==> src/jads_pkg.sv <==
package jads_pkg;

  // Window length, ADC width and input clamp range.
  localparam int WINDOW      = 5;
  localparam int SAMPLE_BITS = 12;
  localparam int RANGE       = 2000;

  // Output span: positions run from -OUT_SPAN to OUT_SPAN.
  localparam int OUT_SPAN = 100;

  // Register and field widths fixed by the interface.
  localparam int DZ_W       = 10;
  localparam int POS_W      = 8;
  localparam int DZ_RESET   = 50;

  // Ring slot pointer.
  localparam int SLOT_W = (WINDOW > 1) ? $clog2(WINDOW) : 1;

  // Window sum and its division by WINDOW through a reciprocal multiply.
  localparam int    SUM_W     = SAMPLE_BITS + $clog2(WINDOW);
  localparam int    DIV_SH    = SUM_W + $clog2(WINDOW);
  localparam longint DIV_RECIP = ((longint'(1) << DIV_SH) + WINDOW - 1) / WINDOW;

  // Shifted value u = v + RANGE lies in 0 .. 2*RANGE.
  localparam int U_W = $clog2(2 * RANGE + 1);

  // Scaled value u * OUT_SPAN, then division by RANGE through a reciprocal.
  localparam int     SPAN_W    = $clog2(2 * OUT_SPAN * RANGE + 1);
  localparam int     MAP_SH    = SPAN_W + $clog2(RANGE);
  localparam longint MAP_RECIP = ((longint'(1) << MAP_SH) + RANGE - 1) / RANGE;

  // Shared multiplier operand widths.
  localparam int OPA_W  = (SUM_W > SPAN_W) ? SUM_W : SPAN_W;
  localparam int OPB_W  = (DIV_SH > SPAN_W) ? DIV_SH + 1 : SPAN_W + 1;
  localparam int PROD_W = OPA_W + OPB_W;

  // Signed width for the centre subtraction, clamp and dead zone.
  localparam int D_BASE = (SAMPLE_BITS > U_W) ? SAMPLE_BITS : U_W;
  localparam int D_W    = ((D_BASE > DZ_W) ? D_BASE : DZ_W) + 2;

  // Axis codes.
  localparam logic AXIS_X = 1'b0;
  localparam logic AXIS_Y = 1'b1;

endpackage

==> src/jads_window.sv <==
module jads_window (
  input  logic                               clk,
  input  logic                               wr_en,
  input  logic [jads_pkg::SLOT_W-1:0]        wr_slot,
  input  logic [jads_pkg::SAMPLE_BITS-1:0]   wr_x,
  input  logic [jads_pkg::SAMPLE_BITS-1:0]   wr_y,
  input  logic                               rd_axis,
  input  logic [jads_pkg::SLOT_W-1:0]        rd_slot,
  output logic [jads_pkg::SAMPLE_BITS-1:0]   rd_data
);
  import jads_pkg::*;

  logic [SAMPLE_BITS-1:0] x_win_r [WINDOW];
  logic [SAMPLE_BITS-1:0] y_win_r [WINDOW];

  // Both axes are written in the same beat at the shared ring slot.
  always_ff @(posedge clk) begin
    if (wr_en) begin
      x_win_r[wr_slot] <= wr_x;
      y_win_r[wr_slot] <= wr_y;
    end
  end

  // One read port, walked slot by slot by the summing sequence.
  always_comb begin
    if (rd_axis == AXIS_Y) begin
      rd_data = y_win_r[rd_slot];
    end else begin
      rd_data = x_win_r[rd_slot];
    end
  end

endmodule

==> src/jads_mul.sv <==
module jads_mul (
  input  logic                          clk,
  input  logic [jads_pkg::OPA_W-1:0]    op_a,
  input  logic [jads_pkg::OPB_W-1:0]    op_b,
  output logic [jads_pkg::PROD_W-1:0]   prod_r
);
  import jads_pkg::*;

  // Shared unsigned multiplier with a registered product.
  always_ff @(posedge clk) begin
    prod_r <= PROD_W'(op_a) * PROD_W'(op_b);
  end

endmodule

==> src/joystick_average_deadzone_scaler_unit.sv <==
// Channel | Direction | Handshake             | Payload
// in      | input     | in_valid / in_ready   | in_x_sample, in_y_sample
// out     | output    | out_valid / out_ready | out_x_position, out_y_position, out_ready_res
// cfg     | input     | cfg_valid / cfg_ready | cfg_data (dead zone)
//
// An item is taken only in the idle state. Before the windows first fill, the
// item goes straight to the emit state and its result then leaves through
// the output register. Afterwards each axis in turn is summed slot by slot
// over the window and then passes through the divide, shape, span, map and
// store steps on the one shared multiplier, and the result leaves through the
// emit state; the next item is taken only once the sequencer is idle again.
// Reset is synchronous and active low. A finished result waits in the output
// register while a stalled consumer holds out_ready low; the sequencer waits
// only if a new result is ready before the old one has been taken.
module joystick_average_deadzone_scaler_unit (
  input  logic                                clk,
  input  logic                                rst_n,
  input  logic                                in_valid,
  output logic                                in_ready,
  input  logic [jads_pkg::SAMPLE_BITS-1:0]    in_x_sample,
  input  logic [jads_pkg::SAMPLE_BITS-1:0]    in_y_sample,
  output logic                                out_valid,
  input  logic                                out_ready,
  output logic signed [jads_pkg::POS_W-1:0]   out_x_position,
  output logic signed [jads_pkg::POS_W-1:0]   out_y_position,
  output logic                                out_ready_res,
  input  logic                                cfg_valid,
  output logic                                cfg_ready,
  input  logic [jads_pkg::DZ_W-1:0]           cfg_data
);
  import jads_pkg::*;

  typedef enum logic [7:0] {
    S_IDLE  = 8'b0000_0001,
    S_SUM   = 8'b0000_0010,
    S_DIV   = 8'b0000_0100,
    S_SHAPE = 8'b0000_1000,
    S_SPAN  = 8'b0001_0000,
    S_MAP   = 8'b0010_0000,
    S_STORE = 8'b0100_0000,
    S_EMIT  = 8'b1000_0000
  } state_t;

  localparam logic signed [D_W-1:0] RANGE_D = D_W'(RANGE);

  state_t                   state_r, state_nxt;
  logic [SLOT_W-1:0]        slot_r, slot_nxt;
  logic [SLOT_W-1:0]        idx_r, idx_nxt;
  logic                     axis_r, axis_nxt;
  logic                     running_r, running_nxt;
  logic                     latch_r, latch_nxt;
  logic [SUM_W-1:0]         acc_r, acc_nxt;
  logic [U_W-1:0]           u_r, u_nxt;
  logic [SAMPLE_BITS-1:0]   x_centre_r, x_centre_nxt;
  logic [SAMPLE_BITS-1:0]   y_centre_r, y_centre_nxt;
  logic [POS_W-1:0]         x_held_r, x_held_nxt;
  logic [POS_W-1:0]         y_held_r, y_held_nxt;
  logic [DZ_W-1:0]          dead_zone_r, dead_zone_nxt;
  logic                     out_valid_r, out_valid_nxt;
  logic [POS_W-1:0]         out_x_r, out_x_nxt;
  logic [POS_W-1:0]         out_y_r, out_y_nxt;
  logic                     out_res_r, out_res_nxt;

  logic                     in_beat;
  logic                     out_free;
  logic [SAMPLE_BITS-1:0]   rd_data;
  logic [OPA_W-1:0]         op_a;
  logic [OPB_W-1:0]         op_b;
  logic [PROD_W-1:0]        prod_r;
  logic [SAMPLE_BITS-1:0]   avg;
  logic [SAMPLE_BITS-1:0]   centre;
  logic signed [D_W-1:0]    diff;
  logic signed [D_W-1:0]    clamped;
  logic signed [D_W-1:0]    shrunk;
  logic signed [D_W-1:0]    dz_d;
  logic [POS_W-1:0]         quot;
  logic [POS_W-1:0]         pos;

  assign in_ready  = (state_r == S_IDLE);
  assign in_beat   = in_valid && in_ready;
  assign cfg_ready = 1'b1;
  assign out_free  = !out_valid_r || out_ready;

  assign out_valid      = out_valid_r;
  assign out_x_position = out_x_r;
  assign out_y_position = out_y_r;
  assign out_ready_res  = out_res_r;

  // Sample windows for both axes.
  jads_window u_window (
    .clk     (clk),
    .wr_en   (in_beat),
    .wr_slot (slot_r),
    .wr_x    (in_x_sample),
    .wr_y    (in_y_sample),
    .rd_axis (axis_r),
    .rd_slot (idx_r),
    .rd_data (rd_data)
  );

  // Operand selection for the shared multiplier.
  always_comb begin
    op_a = OPA_W'(acc_r);
    op_b = OPB_W'(DIV_RECIP);
    case (state_r)
      S_SPAN: begin
        op_a = OPA_W'(u_r);
        op_b = OPB_W'(OUT_SPAN);
      end
      S_MAP: begin
        op_a = OPA_W'(prod_r[SPAN_W-1:0]);
        op_b = OPB_W'(MAP_RECIP);
      end
      default: begin
        op_a = OPA_W'(acc_r);
        op_b = OPB_W'(DIV_RECIP);
      end
    endcase
  end

  jads_mul u_mul (
    .clk    (clk),
    .op_a   (op_a),
    .op_b   (op_b),
    .prod_r (prod_r)
  );

  // Centre subtraction, clamp to the range and dead zone removal.
  always_comb begin
    avg    = prod_r[DIV_SH +: SAMPLE_BITS];
    if (latch_r) begin
      centre = avg;
    end else if (axis_r == AXIS_Y) begin
      centre = y_centre_r;
    end else begin
      centre = x_centre_r;
    end
    dz_d = D_W'(dead_zone_r);
    diff = D_W'(avg) - D_W'(centre);
    if (diff > RANGE_D) begin
      clamped = RANGE_D;
    end else if (diff < -RANGE_D) begin
      clamped = -RANGE_D;
    end else begin
      clamped = diff;
    end
    if (clamped > dz_d) begin
      shrunk = clamped - dz_d;
    end else if (clamped < -dz_d) begin
      shrunk = clamped + dz_d;
    end else begin
      shrunk = '0;
    end
  end

  // Quotient of the map lies in 0 .. 2*OUT_SPAN; recentre it.
  assign quot = prod_r[MAP_SH +: POS_W];
  assign pos  = quot - POS_W'(OUT_SPAN);

  // Sequencer.
  always_comb begin
    state_nxt     = state_r;
    slot_nxt      = slot_r;
    idx_nxt       = idx_r;
    axis_nxt      = axis_r;
    running_nxt   = running_r;
    latch_nxt     = latch_r;
    acc_nxt       = acc_r;
    u_nxt         = u_r;
    x_centre_nxt  = x_centre_r;
    y_centre_nxt  = y_centre_r;
    x_held_nxt    = x_held_r;
    y_held_nxt    = y_held_r;
    dead_zone_nxt = dead_zone_r;
    out_valid_nxt = out_valid_r;
    out_x_nxt     = out_x_r;
    out_y_nxt     = out_y_r;
    out_res_nxt   = out_res_r;

    if (cfg_valid && cfg_ready) begin
      dead_zone_nxt = cfg_data;
    end
    if (out_valid_r && out_ready) begin
      out_valid_nxt = 1'b0;
    end

    case (state_r)
      S_IDLE: begin
        if (in_beat) begin
          slot_nxt = (slot_r == SLOT_W'(WINDOW - 1)) ? '0 : slot_r + 1'b1;
          latch_nxt = !running_r && (slot_r == SLOT_W'(WINDOW - 1));
          if (running_r || latch_nxt) begin
            running_nxt = 1'b1;
            axis_nxt    = AXIS_X;
            idx_nxt     = '0;
            acc_nxt     = '0;
            state_nxt   = S_SUM;
          end else begin
            state_nxt = S_EMIT;
          end
        end
      end
      S_SUM: begin
        acc_nxt = acc_r + SUM_W'(rd_data);
        if (idx_r == SLOT_W'(WINDOW - 1)) begin
          state_nxt = S_DIV;
        end else begin
          idx_nxt = idx_r + 1'b1;
        end
      end
      S_DIV: begin
        state_nxt = S_SHAPE;
      end
      S_SHAPE: begin
        if (latch_r) begin
          if (axis_r == AXIS_Y) begin
            y_centre_nxt = avg;
          end else begin
            x_centre_nxt = avg;
          end
        end
        u_nxt     = U_W'(shrunk + RANGE_D);
        state_nxt = S_SPAN;
      end
      S_SPAN: begin
        state_nxt = S_MAP;
      end
      S_MAP: begin
        state_nxt = S_STORE;
      end
      S_STORE: begin
        if (axis_r == AXIS_Y) begin
          y_held_nxt = pos;
          state_nxt  = S_EMIT;
        end else begin
          x_held_nxt = pos;
          axis_nxt   = AXIS_Y;
          idx_nxt    = '0;
          acc_nxt    = '0;
          state_nxt  = S_SUM;
        end
      end
      S_EMIT: begin
        if (out_free) begin
          out_valid_nxt = 1'b1;
          out_x_nxt     = x_held_r;
          out_y_nxt     = y_held_r;
          out_res_nxt   = running_r;
          state_nxt     = S_IDLE;
        end
      end
      default: begin
        state_nxt = S_IDLE;
      end
    endcase
  end

  // Control and state registers.
  always_ff @(posedge clk) begin
    if (!rst_n) begin
      state_r     <= S_IDLE;
      slot_r      <= '0;
      idx_r       <= '0;
      axis_r      <= AXIS_X;
      running_r   <= 1'b0;
      latch_r     <= 1'b0;
      x_centre_r  <= '0;
      y_centre_r  <= '0;
      x_held_r    <= '0;
      y_held_r    <= '0;
      dead_zone_r <= DZ_W'(DZ_RESET);
      out_valid_r <= 1'b0;
    end else begin
      state_r     <= state_nxt;
      slot_r      <= slot_nxt;
      idx_r       <= idx_nxt;
      axis_r      <= axis_nxt;
      running_r   <= running_nxt;
      latch_r     <= latch_nxt;
      x_centre_r  <= x_centre_nxt;
      y_centre_r  <= y_centre_nxt;
      x_held_r    <= x_held_nxt;
      y_held_r    <= y_held_nxt;
      dead_zone_r <= dead_zone_nxt;
      out_valid_r <= out_valid_nxt;
    end
  end

  // Datapath registers.
  always_ff @(posedge clk) begin
    acc_r     <= acc_nxt;
    u_r       <= u_nxt;
    out_x_r   <= out_x_nxt;
    out_y_r   <= out_y_nxt;
    out_res_r <= out_res_nxt;
  end

endmodule
==> config.mk <==
export PLATFORM = sky130hd
export DESIGN_NAME = joystick_average_deadzone_scaler_unit
export DESIGN_NICKNAME = d
export VERILOG_FILES = /design/src/jads_pkg.sv /design/src/jads_window.sv /design/src/jads_mul.sv /design/src/joystick_average_deadzone_scaler_unit.sv
export SDC_FILE = /design/constraint.sdc
export NUM_CORES = 1
export LEC_CHECK = 0
export ABC_CLOCK_PERIOD_IN_PS = 11600
export BUFFER_PORTS_ARGS = -buffer_cell sky130_fd_sc_hd__clkbuf_2
export CORE_UTILIZATION = 35
export DETAILED_ROUTE_END_ITERATION = 12
export PLACE_DENSITY_LB_ADDON = 0.08
export SLEW_MARGIN = 5
export SYNTH_ARGS = -nofsm -noshare
export SYNTH_HDL_FRONTEND = slang
export SYNTH_SLANG_ARGS = --single-unit
==> constraint.sdc <==
create_clock -name clk -period 11.6 [get_ports clk]
set_clock_uncertainty 0.2 [all_clocks]
set_input_delay 2.9 -clock clk [delete_from_list [all_inputs] [get_ports clk]]
set_output_delay 2.9 -clock clk [all_outputs]
set_load 0.01 [all_outputs]
# Yosys cells after proc, flatten, opt, wreduce, memory -nomap -nowiden
# Memory sizes are Yosys's and may differ from the RTL's. A register that Yosys moved wholly into a read port is not among the register bits.
# Index checks and enable logic that the tools add are counted.
dict set report word_totals {
  ff_bits 150
  ramBits 120
  input_bits 39
  n_memories 2
}
dict set report op_classes {
  add_sub_neg 9
  multipliers 1
  n_lt_le_gt_ge 4
  eq_ne 16
  mux 37
  bitwise_logic 1
  n_reduce_logical 20
}
# name words word_bits rd rd_clocked_by_memory_dff write_ports line
set memory_table {}
lappend memory_table {u_window.x_win_r 5 12 1 1 1 jads_window.sv:13} ;# logic [SAMPLE_BITS-1:0] x_win_r [WINDOW];
lappend memory_table {u_window.y_win_r 5 12 1 1 1 jads_window.sv:14} ;# logic [SAMPLE_BITS-1:0] y_win_r [WINDOW];
# op count
set op_table {}
lappend op_table {{case mux 8 bit (8 select lines)} 1}
lappend op_table {{two-way mux 12 bit} 5}
lappend op_table {{two-way mux 15 bit} 3}
lappend op_table {{case mux 15 bit (3 select lines)} 1}
lappend op_table {{two-way mux 8 bit} 5}
lappend op_table {{case mux 20 bit (2 select lines)} 1}
lappend op_table {{multiplier 19 x 20 -> 38 bit} 1}
lappend op_table {{case mux 19 bit (2 select lines)} 1}
lappend op_table {{two-way mux 14 bit} 2}
lappend op_table {{two-way mux 3 bit} 9}
lappend op_table {{adder 15 x 12 -> 15 bit} 1}
lappend op_table {{AND reduction 3 bit} 5}
lappend op_table {{> comparator 14 x 11 -> 1 bit} 1}
lappend op_table {{less-than comparator 14 bit} 1}
lappend op_table {{negator 10 -> 14 bit} 1}
lappend op_table {{> comparator 13 x 12 -> 1 bit, second input constant} 1}
lappend op_table {{less-than comparator 13 x 12 -> 1 bit, second input constant} 1}
lappend op_table {{subtractor 12 x 12 -> 13 bit} 1}
lappend op_table {{adder 12 x 11 -> 12 bit} 1}
lappend op_table {{adder 12 bit, second input constant} 1}
lappend op_table {{subtractor 12 x 11 -> 12 bit} 1}
lappend op_table {{case mux 3 bit (3 select lines)} 1}
lappend op_table {{== test 8 x 1 -> 1 bit, second input constant} 1}
lappend op_table {{== test 8 x 2 -> 1 bit, second input constant} 1}
lappend op_table {{22 further kinds} 41}

# Logic depth before layout (Yosys ltp)
# Gate-level depths: netlist (run 1).
dict set report logic_depth {
  depth_word 10
  depth_mapped 34
  mapped_depth_nobuf 34
}

# Modules after synthesis
# A second synthesis (run 1) with hierarchy kept.
dict set report unflattened {
  hier_cells 2630
  area_unflattened_um2 25967.4
}
# module n_inst cells_per_inst area_per_inst_um2 seq_area_each_um2
set by_module_without_submodules {}
lappend by_module_without_submodules {jads_mul 1 1534 13596.8 780.7}
lappend by_module_without_submodules {joystick_average_deadzone_scaler_unit 1 894 7858.8 2682.6}
lappend by_module_without_submodules {jads_window 1 202 4511.8 3603.5}

# Worst setup path after synthesis (run 1)
# No wires, ideal clock.
dict set report synth_timing {
  path_type {reg2reg}
  start {reg state_r[7]}
  end {reg u_mul.prod_r[37] (netlist name)}
  setup_ns 0.120
  arrival_time_ns 8.107
  t_required_ns 11.280
  path_slack_ns 3.173
  stages_incl_launch_ff 33
  n_path_buf 1
  path_cell_list {dfxtp_1 -> nor4_1 -> nand2_1 -> nor3b_1 -> nor2_1 -> clkbuf_1 -> nand2_1 -> a21oi_1 -> fa_1 -> fa_1 -> inv_1 -> fa_1 -> inv_1 -> fa_1 -> fa_1 -> inv_1 -> fa_1 -> inv_1 -> ha_1 -> nand2_1 -> nand2b_1 -> a21o_1 -> a21o_1 -> a21o_1 -> a21o_1 -> a21oi_1 -> a31oi_1 -> o31ai_1 -> o311ai_0 -> a31oi_1 -> o21ai_0 -> a21oi_1 -> xnor2_1}
}
dict set report synth_via {
  elab_chain_len 3
  elab_cells_between_ends 5
  cone_classes {1 x mul; 2 x eq/ne; 2 x mux}
}
# element line
set synth_rtl {}
lappend synth_rtl {{from (decl)} joystick_average_deadzone_scaler_unit.sv:46} ;# state_t state_r, state_nxt;
lappend synth_rtl {{from (signal assigned)} joystick_average_deadzone_scaler_unit.sv:274} ;# state_r <= state_nxt;
lappend synth_rtl {{== test 8 x 6 -> 1 bit or == test 8 x 5 -> 1 bit (tied branches)} joystick_average_deadzone_scaler_unit.sv:105} ;# case (state_r)
lappend synth_rtl {{case mux 19 bit (2 select lines) or case mux 20 bit (2 select lines) (tied branches)} joystick_average_deadzone_scaler_unit.sv:105}
lappend synth_rtl {{multiplier 19 x 20 -> 38 bit *} jads_mul.sv:11} ;# prod_r <= PROD_W'(op_a) * PROD_W'(op_b);
lappend synth_rtl {{to (signal assigned)} jads_mul.sv:11}
lappend synth_rtl {{to (decl)} jads_mul.sv:5} ;# output logic [jads_pkg::PROD_W-1:0] prod_r
# Every way passes the cells marked *; elsewhere a longest branch is shown, timed or not.
# A chain may end at the register's enable or synchronous reset.

# Final worst setup path (run 1)
dict set report layout_timing {
  start {reg state_r[2]}
  end {reg u_mul.prod_r[37] (netlist name)}
}
# Same word-level chain as after synthesis.

==> metrics.txt, run 1 <==
gr usage total=18.38%; Worst Setup Path Type=flip-flop to flip-flop; die area=63,940 um^2; max_slew headroom=22.64%; worst r2r dst=u_mul.prod_r[37]$_DFF_P_; Routed WL=55,950 um; RSZ-0062 raised after global routing=no; Final min period=9547 ps; IO Port Bufs=57; worst setup margin=2053 ps; fill cell count=6,187; status=finished, final reports clean; R2R depth=31; Total Nets Final=2,614; ys async rst share=0%; worst reg2reg startpoint=state_r[2]$_SDFFE_PN0P_; clock sink count=273; DR iter-0 viols=837; First-pass DRT Iterations=7; WHS Endpoint=out_x_position[1]$_DFFE_PP_; Worst-Margin Slew=1156 ps; commonest non-fill, non-tap cell in the layout=inv_1; CTS tree=built; Std-Cell Rows=91; hpwl dp=45,050 um; final core occ=39.55%; Setup WS pre-CTS=2111 ps; Crit-path slowest cell=and4b_1; crit end category=flip-flop; Yosys cell types=82; starting density of the core=35.56%; netlist area before placement=22,020 um^2; post-CTS sizing=0; Detail Route Antenna Nets=0; CP Data Required Time=11,820 ps; Min-Delay Path Class=flip-flop to flip-flop; Vias=14,490; grt ovf=0; max cap viols=0; synthesis warning total=0; most frequent cells in the layout=inv_1, ha_1, fa_1; critical path fanouts, max=17; top_reg_cell synth=edfxtp_1; Critical Path AT=9770 ps; first-pass GRT wire length=89,530 um; Max Buffers Root-to-Sink=3; Slew Limit Fails=0; Worst-path clk slew=60 ps; Max Clk Rate=0.1047 GHz; Yosys reg bits=273; Post-Syn Instances=2,055; EDFF count, synth=164; final setup violation count=0; hold buffers post-CTS=0; register area=7109 um^2; initial antenna violation count=0; CP peak stage delay=760 ps; Die Height=252.9 um; hold_sp=x_held_r[1]$_SDFFE_PN0P_; multi-input logic area=13,340 um^2; total CTS buffers=35; cell mode on critical path=fa_1; ratio of cells with drive above 1 in the final layout=9.524%; DR WL/cell=18.65 um; R2R Setup Slk=2050 ps; crit share post-route=82.30%; RD Place Congestion=0.8965; DR DRC count=0; hold-critical path depth=0; setup_tns=0 ps; total core area=61,940 um^2; Die X=252.9 um; area delta synth->final=11.24%; crit start category=flip-flop; top-level I/O count=59; Fin. Hold Viols=0; vias per inst=4.831; # diodes=0; synthesized area per cell=10.72 um^2; postcts setup bufs=0; worst skew pair latency=550 ps; Root Buffer=clkbuf_16; Seq/Total Area, Yosys=32.27%; Max H-tree Level=2; largest net degree at the start of global routing=68; vias in the first global route=15,450
## per-stage QoR
stage               cells  hold WS (ps)  area [um^2]
finish               3000         227.2        24500
floorplan            2077         207.6        22110
global route         3000         239.2        24500
detailed placement   2938         212.8        23410
global placement     2938         215.4        23410
CTS                  3000         228.7        24500
## metal layers
metal | vias to the layer above | wire, um | track usage (%)
met4 | 0 | 1108 | 4.398
li1 | 7023 | - | -
met3 | 52 | 1956 | 2.549
met2 | 207 | 25240 | 28.70
met5 | - | 0 | 0
met1 | 7212 | 27640 | 26.75
## synth_stat cells (8+ instances only)
master / n / share of area, %
a211oi_2: 8 / 0.45
a21o_1: 27 / 0.92
a21oi_1: 88 / 2.0
a31oi_1: 13 / 0.37
and2_1: 14 / 0.40
and3_1: 15 / 0.43
clkbuf_1: 40 / 0.68
dfxtp_1: 109 / 9.9
edfxtp_1: 164 / 22
fa_1: 208 / 19
ha_1: 229 / 13
inv_1: 401 / 6.8
mux2i_1: 50 / 2.3
mux4_2: 36 / 3.7
nand2_1: 121 / 2.1
nand2b_1: 21 / 0.60
nand3_1: 20 / 0.45
nor2_1: 111 / 1.9
nor2b_1: 53 / 1.5
nor3_1: 31 / 0.70
nor4_1: 12 / 0.34
o211a_1: 9 / 0.41
o211ai_1: 9 / 0.31
o21a_1: 8 / 0.27
o21ai_0: 44 / 1.0
o21bai_1: 10 / 0.34
or2_2: 8 / 0.23
or3_1: 8 / 0.23
xnor2_1: 54 / 2.1
xor2_1: 17 / 0.68
## cell families (layout without fill, tap and decap cells)
family | Yosys count | in the layout | share of synthesized area (%)
simple gates | 446 | 446 | 10.08
other cells | 2 | 24 | 0.03410
buf+inv | 451 | 537 | 7.754
flops | 273 | 273 | 32.27
fa+ha+maj | 441 | 441 | 32.10
compound gates | 284 | 284 | 8.925
xor+xnor | 71 | 71 | 2.823
mux | 87 | 87 | 6.016
## flip-flops by register name, summed over array words and instances, names as in the netlist, named ones only
| name | flops |
|---|---|
| u_window.x_win_r | 60 |
| running_r | 1 |
| out_ready_res | 1 |
| u_r | 12 |
| x_centre_r | 12 |
| out_valid | 1 |
| y_held_r | 8 |
| dead_zone_r | 10 |
| x_held_r | 8 |
| u_window.y_win_r | 60 |
| out_y_position | 8 |
| axis_r | 1 |
| acc_r | 15 |
| latch_r | 1 |
| state_r | 8 |
| y_centre_r | 12 |
| out_x_position | 8 |
| slot_r | 3 |
| idx_r | 3 |
| u_mul.prod_r | 38 |
## cell type report
class | count | share of cell area [%]
Multi-Input combinational cell | 1353 | 54.45
Sequential cell | 273 | 29.02
Inverter | 401 | 6.144
Tap cell | 837 | 4.275
Clock buffer | 45 | 3.815
Timing Repair Buffer | 74 | 1.685
Clock inverter | 17 | 0.6179
## worst max-delay path, delay by kind of cell, from the launching register on
kind	cells	cell delay, ps
xor+xnor	1	80
flops	1	350
simple gates	6	1990
fa+ha+maj	7	3380
buf+inv	5	470
compound gates	12	2910
## worst max-delay path by stage
| stage | start | endpoint | slack, ps | cells past startpoint |
|---|---|---|---|---|
| 6_report | state_r[2]$_SDFFE_PN0P_ | u_mul.prod_r[37]$_DFF_P_ | 2050 | 31 |
| 3_3_place_gp | state_r[7]$_SDFFE_PN0P_ | u_mul.prod_r[37]$_DFF_P_ | 2230 | 27 |
| 5_1_grt | state_r[2]$_SDFFE_PN0P_ | u_mul.prod_r[37]$_DFF_P_ | 1450 | 31 |
| 4_1_cts | state_r[2]$_SDFFE_PN0P_ | u_mul.prod_r[37]$_DFF_P_ | 2080 | 31 |
| 3_5_place_dp | state_r[2]$_SDFFE_PN0P_ | u_mul.prod_r[37]$_DFF_P_ | 2110 | 31 |
| 2_1_floorplan | state_r[7]$_SDFFE_PN0P_ | u_mul.prod_r[37]$_DFF_P_ | 3170 | 32 |
Power of run 1 is left out: the tool's default activity adds up to more than one toggle a clock period on the data nets, which glitch-free logic cannot reach.
==> run 2, diff against run 1 <==
- ABC_CLOCK_PERIOD_IN_PS: 11600 -> 9380
- clock period: 11.6 -> 9.38 ns (I/O delays scaled with it)
==> metrics.txt, run 2 (same netlist as run 1, synthesis figures left out) <==
initial antenna violation count=0 (unchanged); vias per inst=4.838 (+0.15%); Max Clk Rate=0.1175 GHz (+12%); RSZ-0062 raised after global routing=no; status=finished, final reports clean; Worst Setup Path Type=flip-flop to flip-flop; multi-input logic area=13,340 um^2 (unchanged); DR WL/cell=18.69 um (+0.19%); Vias=14,520 (+0.18%); gr usage total=18.16% (-0.22 points); Final min period=8508 ps (-1039 ps); CTS tree=built; Min-Delay Path Class=flip-flop to flip-flop; Routed WL=56,080 um (+0.23%); Fin. Hold Viols=0 (unchanged); crit end category=flip-flop; post-CTS sizing=0 (unchanged); Worst-path clk slew=60 ps (about the same); final setup violation count=0 (unchanged); CP peak stage delay=600 ps (-160 ps); Max H-tree Level=1 (-1); Slew Limit Fails=0 (unchanged); largest net degree at the start of global routing=68 (unchanged); CP Data Required Time=9650 ps (-2170 ps); Max Buffers Root-to-Sink=3 (unchanged); Die X=252.9 um (unchanged); area delta synth->final=11.23% (about the same); Total Nets Final=2,615 (+0.038%); First-pass DRT Iterations=5 (-2); worst skew pair latency=610 ps (+60 ps); max cap viols=0 (unchanged); DR iter-0 viols=871 (+4.1%); clock sink count=273 (unchanged); cell mode on critical path=fa_1; IO Port Bufs=57 (unchanged); hpwl dp=44,950 um (-0.22%); Crit-path slowest cell=fa_1; Root Buffer=clkbuf_16; total core area=61,940 um^2 (unchanged); CP bufs+invs=5 (unchanged); # diodes=0 (unchanged); Worst-Margin Slew=1135 ps (-21.51 ps); max_slew headroom=24.08% (+1.4 points); grt ovf=0 (unchanged); top-level I/O count=59 (unchanged); Std-Cell Rows=91 (unchanged); DR DRC count=0 (unchanged); RD Place Congestion=0.8938 (-0.30%); first-pass GRT wire length=89,000 um (-0.59%); Detail Route Antenna Nets=0 (unchanged); setup_tns=0 ps (unchanged); commonest non-fill, non-tap cell in the layout=inv_1; die area=63,940 um^2 (unchanged); vias in the first global route=15,210 (-1.5%); CP top delay family=adder cells; starting density of the core=35.56% (unchanged); crit share post-route=90.70% (+8.4 points); hold buffers post-CTS=0 (unchanged); total CTS buffers=31 (-11%); postcts setup bufs=0 (unchanged); top flop regs=u_window.x_win_r (60), u_window.y_win_r (60), u_mul.prod_r (38); ratio of cells with drive above 1 in the final layout=9.843% (+0.32 points); crit start category=flip-flop; register area=7109 um^2 (unchanged); critical path fanouts, max=31 (+14); Die Height=252.9 um (unchanged); fill cell count=6,148 (-0.63%); most frequent cells in the layout=inv_1, ha_1, fa_1; Critical Path AT=8780 ps (-990 ps)
[run 2: cell types whose count changed in the layout (fill, tap and decap cells not counted), moves of 2 or more]
cell / change
buf_4: +5
clkinv_2: -2
clkinv_1: -3
clkbuf_16: -5
bufinv_16: +2
clkbuf_8: +4
clkbuf_1: -3
clkinvlp_4: +4
[run 2: metrics by stage]
step	util, %	cell area, um^2	hold slack [ps]	worst slack, ps	instances
2_1_floorplan	-	22110	207.6	953.3	2077
3_3_place_gp	37.86	23450	216.7	976.6	2943
3_5_place_dp	37.86	23450	217.8	854.4	2943
4_1_cts	39.55	24500	231.0	856.5	3001
5_1_grt	39.55	24500	243.3	409.0	3001
6_report	39.55	24500	228.6	872.1	3001
[run 2: routing by layer]
| layer | vias to the layer above | global-route usage, % | part of all wire (%) |
|---|---|---|---|
| met5 | - | 0 | 0 |
| met4 | 0 | 4.087 | 1.8 |
| met3 | 60 | 1.871 | 3.3 |
| met2 | 209 | 28.95 | 45 |
| met1 | 7231 | 26.48 | 50 |
| li1 | 7020 | - | - |
[run 2: final timing paths]
check / end / slack [ps] / startpoint / cells after the start
max: u_mul.prod_r[37]$_DFF_P_ / 870 / state_r[2]$_SDFFE_PN0P_ / 30
min: out_y_position[0]$_DFFE_PP_ / 230 / y_held_r[0]$_SDFFE_PN0P_ / 0
max reg2reg: u_mul.prod_r[37]$_DFF_P_ / 870 / state_r[2]$_SDFFE_PN0P_ / 30
min reg2reg: out_y_position[0]$_DFFE_PP_ / 230 / y_held_r[0]$_SDFFE_PN0P_ / 0
[run 2: layout make-up]
class	count	area share (%)
multi-input cells	1353	54.45
flip-flops and latches	273	29.02
inverters	401	6.144
well taps	837	4.275
clock buffers	41	3.483
repair buffers	79	1.839
clock inverters	17	0.7916
Power of run 2 is left out for the same reason.
==> run 3, diff against run 2 <==
- PLACE_DENSITY_LB_ADDON: 0.08 -> default
==> metrics.txt, run 3 (same netlist as run 1, synthesis figures left out) <==
RD Place Congestion=0.9396 (+5.1%); R2R depth=32 (+6.7%); ratio of cells with drive above 1 in the final layout=9.550% (-0.29 points); die area=63,940 um^2 (unchanged); worst reg2reg startpoint=state_r[7]$_SDFFE_PN0P_; Worst Setup Path Type=flip-flop to flip-flop; Max Clk Rate=0.1146 GHz (-2.5%); total CTS buffers=29 (-6.5%); worst r2r dst=u_mul.prod_r[37]$_DFF_P_; RSZ-0062 raised after global routing=no; vias in the first global route=15,280 (+0.42%); largest net degree at the start of global routing=68 (unchanged); Routed WL=51,090 um (-8.9%); DR iter-0 viols=828 (-4.9%); Worst-path clk slew=60 ps (about the same); max cap viols=0 (unchanged); vias per inst=4.872 (+0.70%); Slew Limit Fails=0 (unchanged); Die Height=252.9 um (unchanged); Max H-tree Level=1 (unchanged); Worst-Margin Slew=1187 ps (+52.08 ps); crit end category=flip-flop; DR DRC count=0 (unchanged); First-pass DRT Iterations=6 (+1); grt ovf=0 (unchanged); cell mode on critical path=fa_1; first-pass GRT wire length=82,700 um (-7.1%); Fin. Hold Viols=0 (unchanged); register area=7108 um^2 (about the same); max_slew headroom=20.59% (-3.5 points); multi-input logic area=13,340 um^2 (about the same); Min-Delay Path Class=flip-flop to flip-flop; gr usage total=16.46% (-1.7 points); total core area=61,940 um^2 (unchanged); clock sink count=273 (unchanged); Die X=252.9 um (unchanged); # diodes=0 (unchanged); status=finished, final reports clean; DR WL/cell=17.07 um (-8.7%); initial antenna violation count=0 (unchanged); hold_sp=x_held_r[1]$_SDFFE_PN0P_; critical path fanouts, max=10 (-68%); Std-Cell Rows=91 (unchanged); crit share post-route=93.03% (+2.3 points); setup_tns=0 ps (unchanged); CP Data Required Time=9640 ps (about the same); top flop regs=u_window.x_win_r (60), u_window.y_win_r (60), u_mul.prod_r (38); starting density of the core=35.56% (unchanged); hold-critical path depth=0 (unchanged); fill cell count=6,083 (-1.1%); top-level I/O count=59 (unchanged); Root Buffer=clkbuf_16; Vias=14,590 (+0.46%); Total Nets Final=2,610 (-0.19%); worst skew pair latency=580 ps (-30 ps); WHS Endpoint=out_x_position[1]$_DFFE_PP_; Critical Path AT=8990 ps (+210 ps); Final min period=8726 ps (+218.2 ps); crit start category=flip-flop; postcts setup bufs=0 (unchanged); Crit-path slowest cell=nor4_1; commonest non-fill, non-tap cell in the layout=inv_1; Max Buffers Root-to-Sink=3 (unchanged); final setup violation count=0 (unchanged); most frequent cells in the layout=inv_1, ha_1, fa_1; CP peak stage delay=570 ps (-30 ps); CTS tree=built; area delta synth->final=10.81%; R2R Setup Slk=650 ps (-220 ps); hpwl dp=41,330 um (-8.1%); IO Port Bufs=57 (unchanged); Detail Route Antenna Nets=0 (unchanged)
==> run 3: cell count changes in the layout (fill, tap and decap cells not counted) <==
cell,delta
clkinvlp_4,-1
clkinv_1,+2
inv_6,+2
buf_4,-3
clkbuf_1,-2
clkbuf_8,-1
dfxtp_1,+1
clkbuf_16,-2
dfxtp_2,-1
and4b_1,-1
clkinv_4,-2
and4b_2,+1
==> run 3: metal layers <==
layer  vias to the layer above  global-route usage, %  share of wire (%)
met4                         0                  4.173                2.3
met2                       311                  28.56                 49
met1                      7211                  21.23                 44
met5                         -                      0                  0
li1                       7000                      -                  -
met3                        65                  2.704                4.8
==> run 3: stage by stage <==
step	hold WS [ps]	setup WS, ps	area (um^2)	util (%)	instances
2_1_floorplan	207.6	953.3	22110	-	2077
3_3_place_gp	215.8	739.3	23430	37.82	2940
3_5_place_dp	217.6	621.9	23430	37.82	2940
4_1_cts	237.8	592.3	24400	39.40	2994
5_1_grt	237.3	101.7	24400	39.40	2994
6_report	233.3	653.9	24400	39.40	2994
==> run 3: worst max-delay path by stage <==
| stage | end | depth (start not counted) | start |
|---|---|---|---|
| finish | u_mul.prod_r[37]$_DFF_P_ | 32 | state_r[7]$_SDFFE_PN0P_ |
| CTS | u_mul.prod_r[37]$_DFF_P_ | 32 | state_r[7]$_SDFFE_PN0P_ |
| global placement | u_mul.prod_r[37]$_DFF_P_ | 32 | state_r[7]$_SDFFE_PN0P_ |
| global route | u_mul.prod_r[37]$_DFF_P_ | 32 | state_r[7]$_SDFFE_PN0P_ |
| floorplan | u_mul.prod_r[37]$_DFF_P_ | 32 | state_r[7]$_SDFFE_PN0P_ |
| detailed placement | u_mul.prod_r[37]$_DFF_P_ | 32 | state_r[7]$_SDFFE_PN0P_ |
==> run 3: repair_timing <==
| action | in CTS | in global routing |
|---|---|---|
| hold buffers | 0 | 0 |
| setup endpoints to repair | 0 | 1 |
| resized for setup | 0 | 1 |
==> run 3: layout make-up <==
cell class              count  area share, %
multi-input cells        1353          54.66
flip-flops and latches    273          29.13
inverters                 401          6.168
well taps                 837          4.291
clock buffers              36          3.204
repair buffers             76          1.753
clock inverters            18         0.7947
==> run 3: critical path, delay by kind of cell (launching register included) <==
kind                       cells  cell delay (ps)
xor gates and xnor gates       1               90
AOI/OAI and AO/OA             12             2390
adders and majority gates      7             3370
buffers and inverters          6              570
DFF                            1              330
and+or+nand+nor                6             1630
Power of run 3 is left out for the same reason.
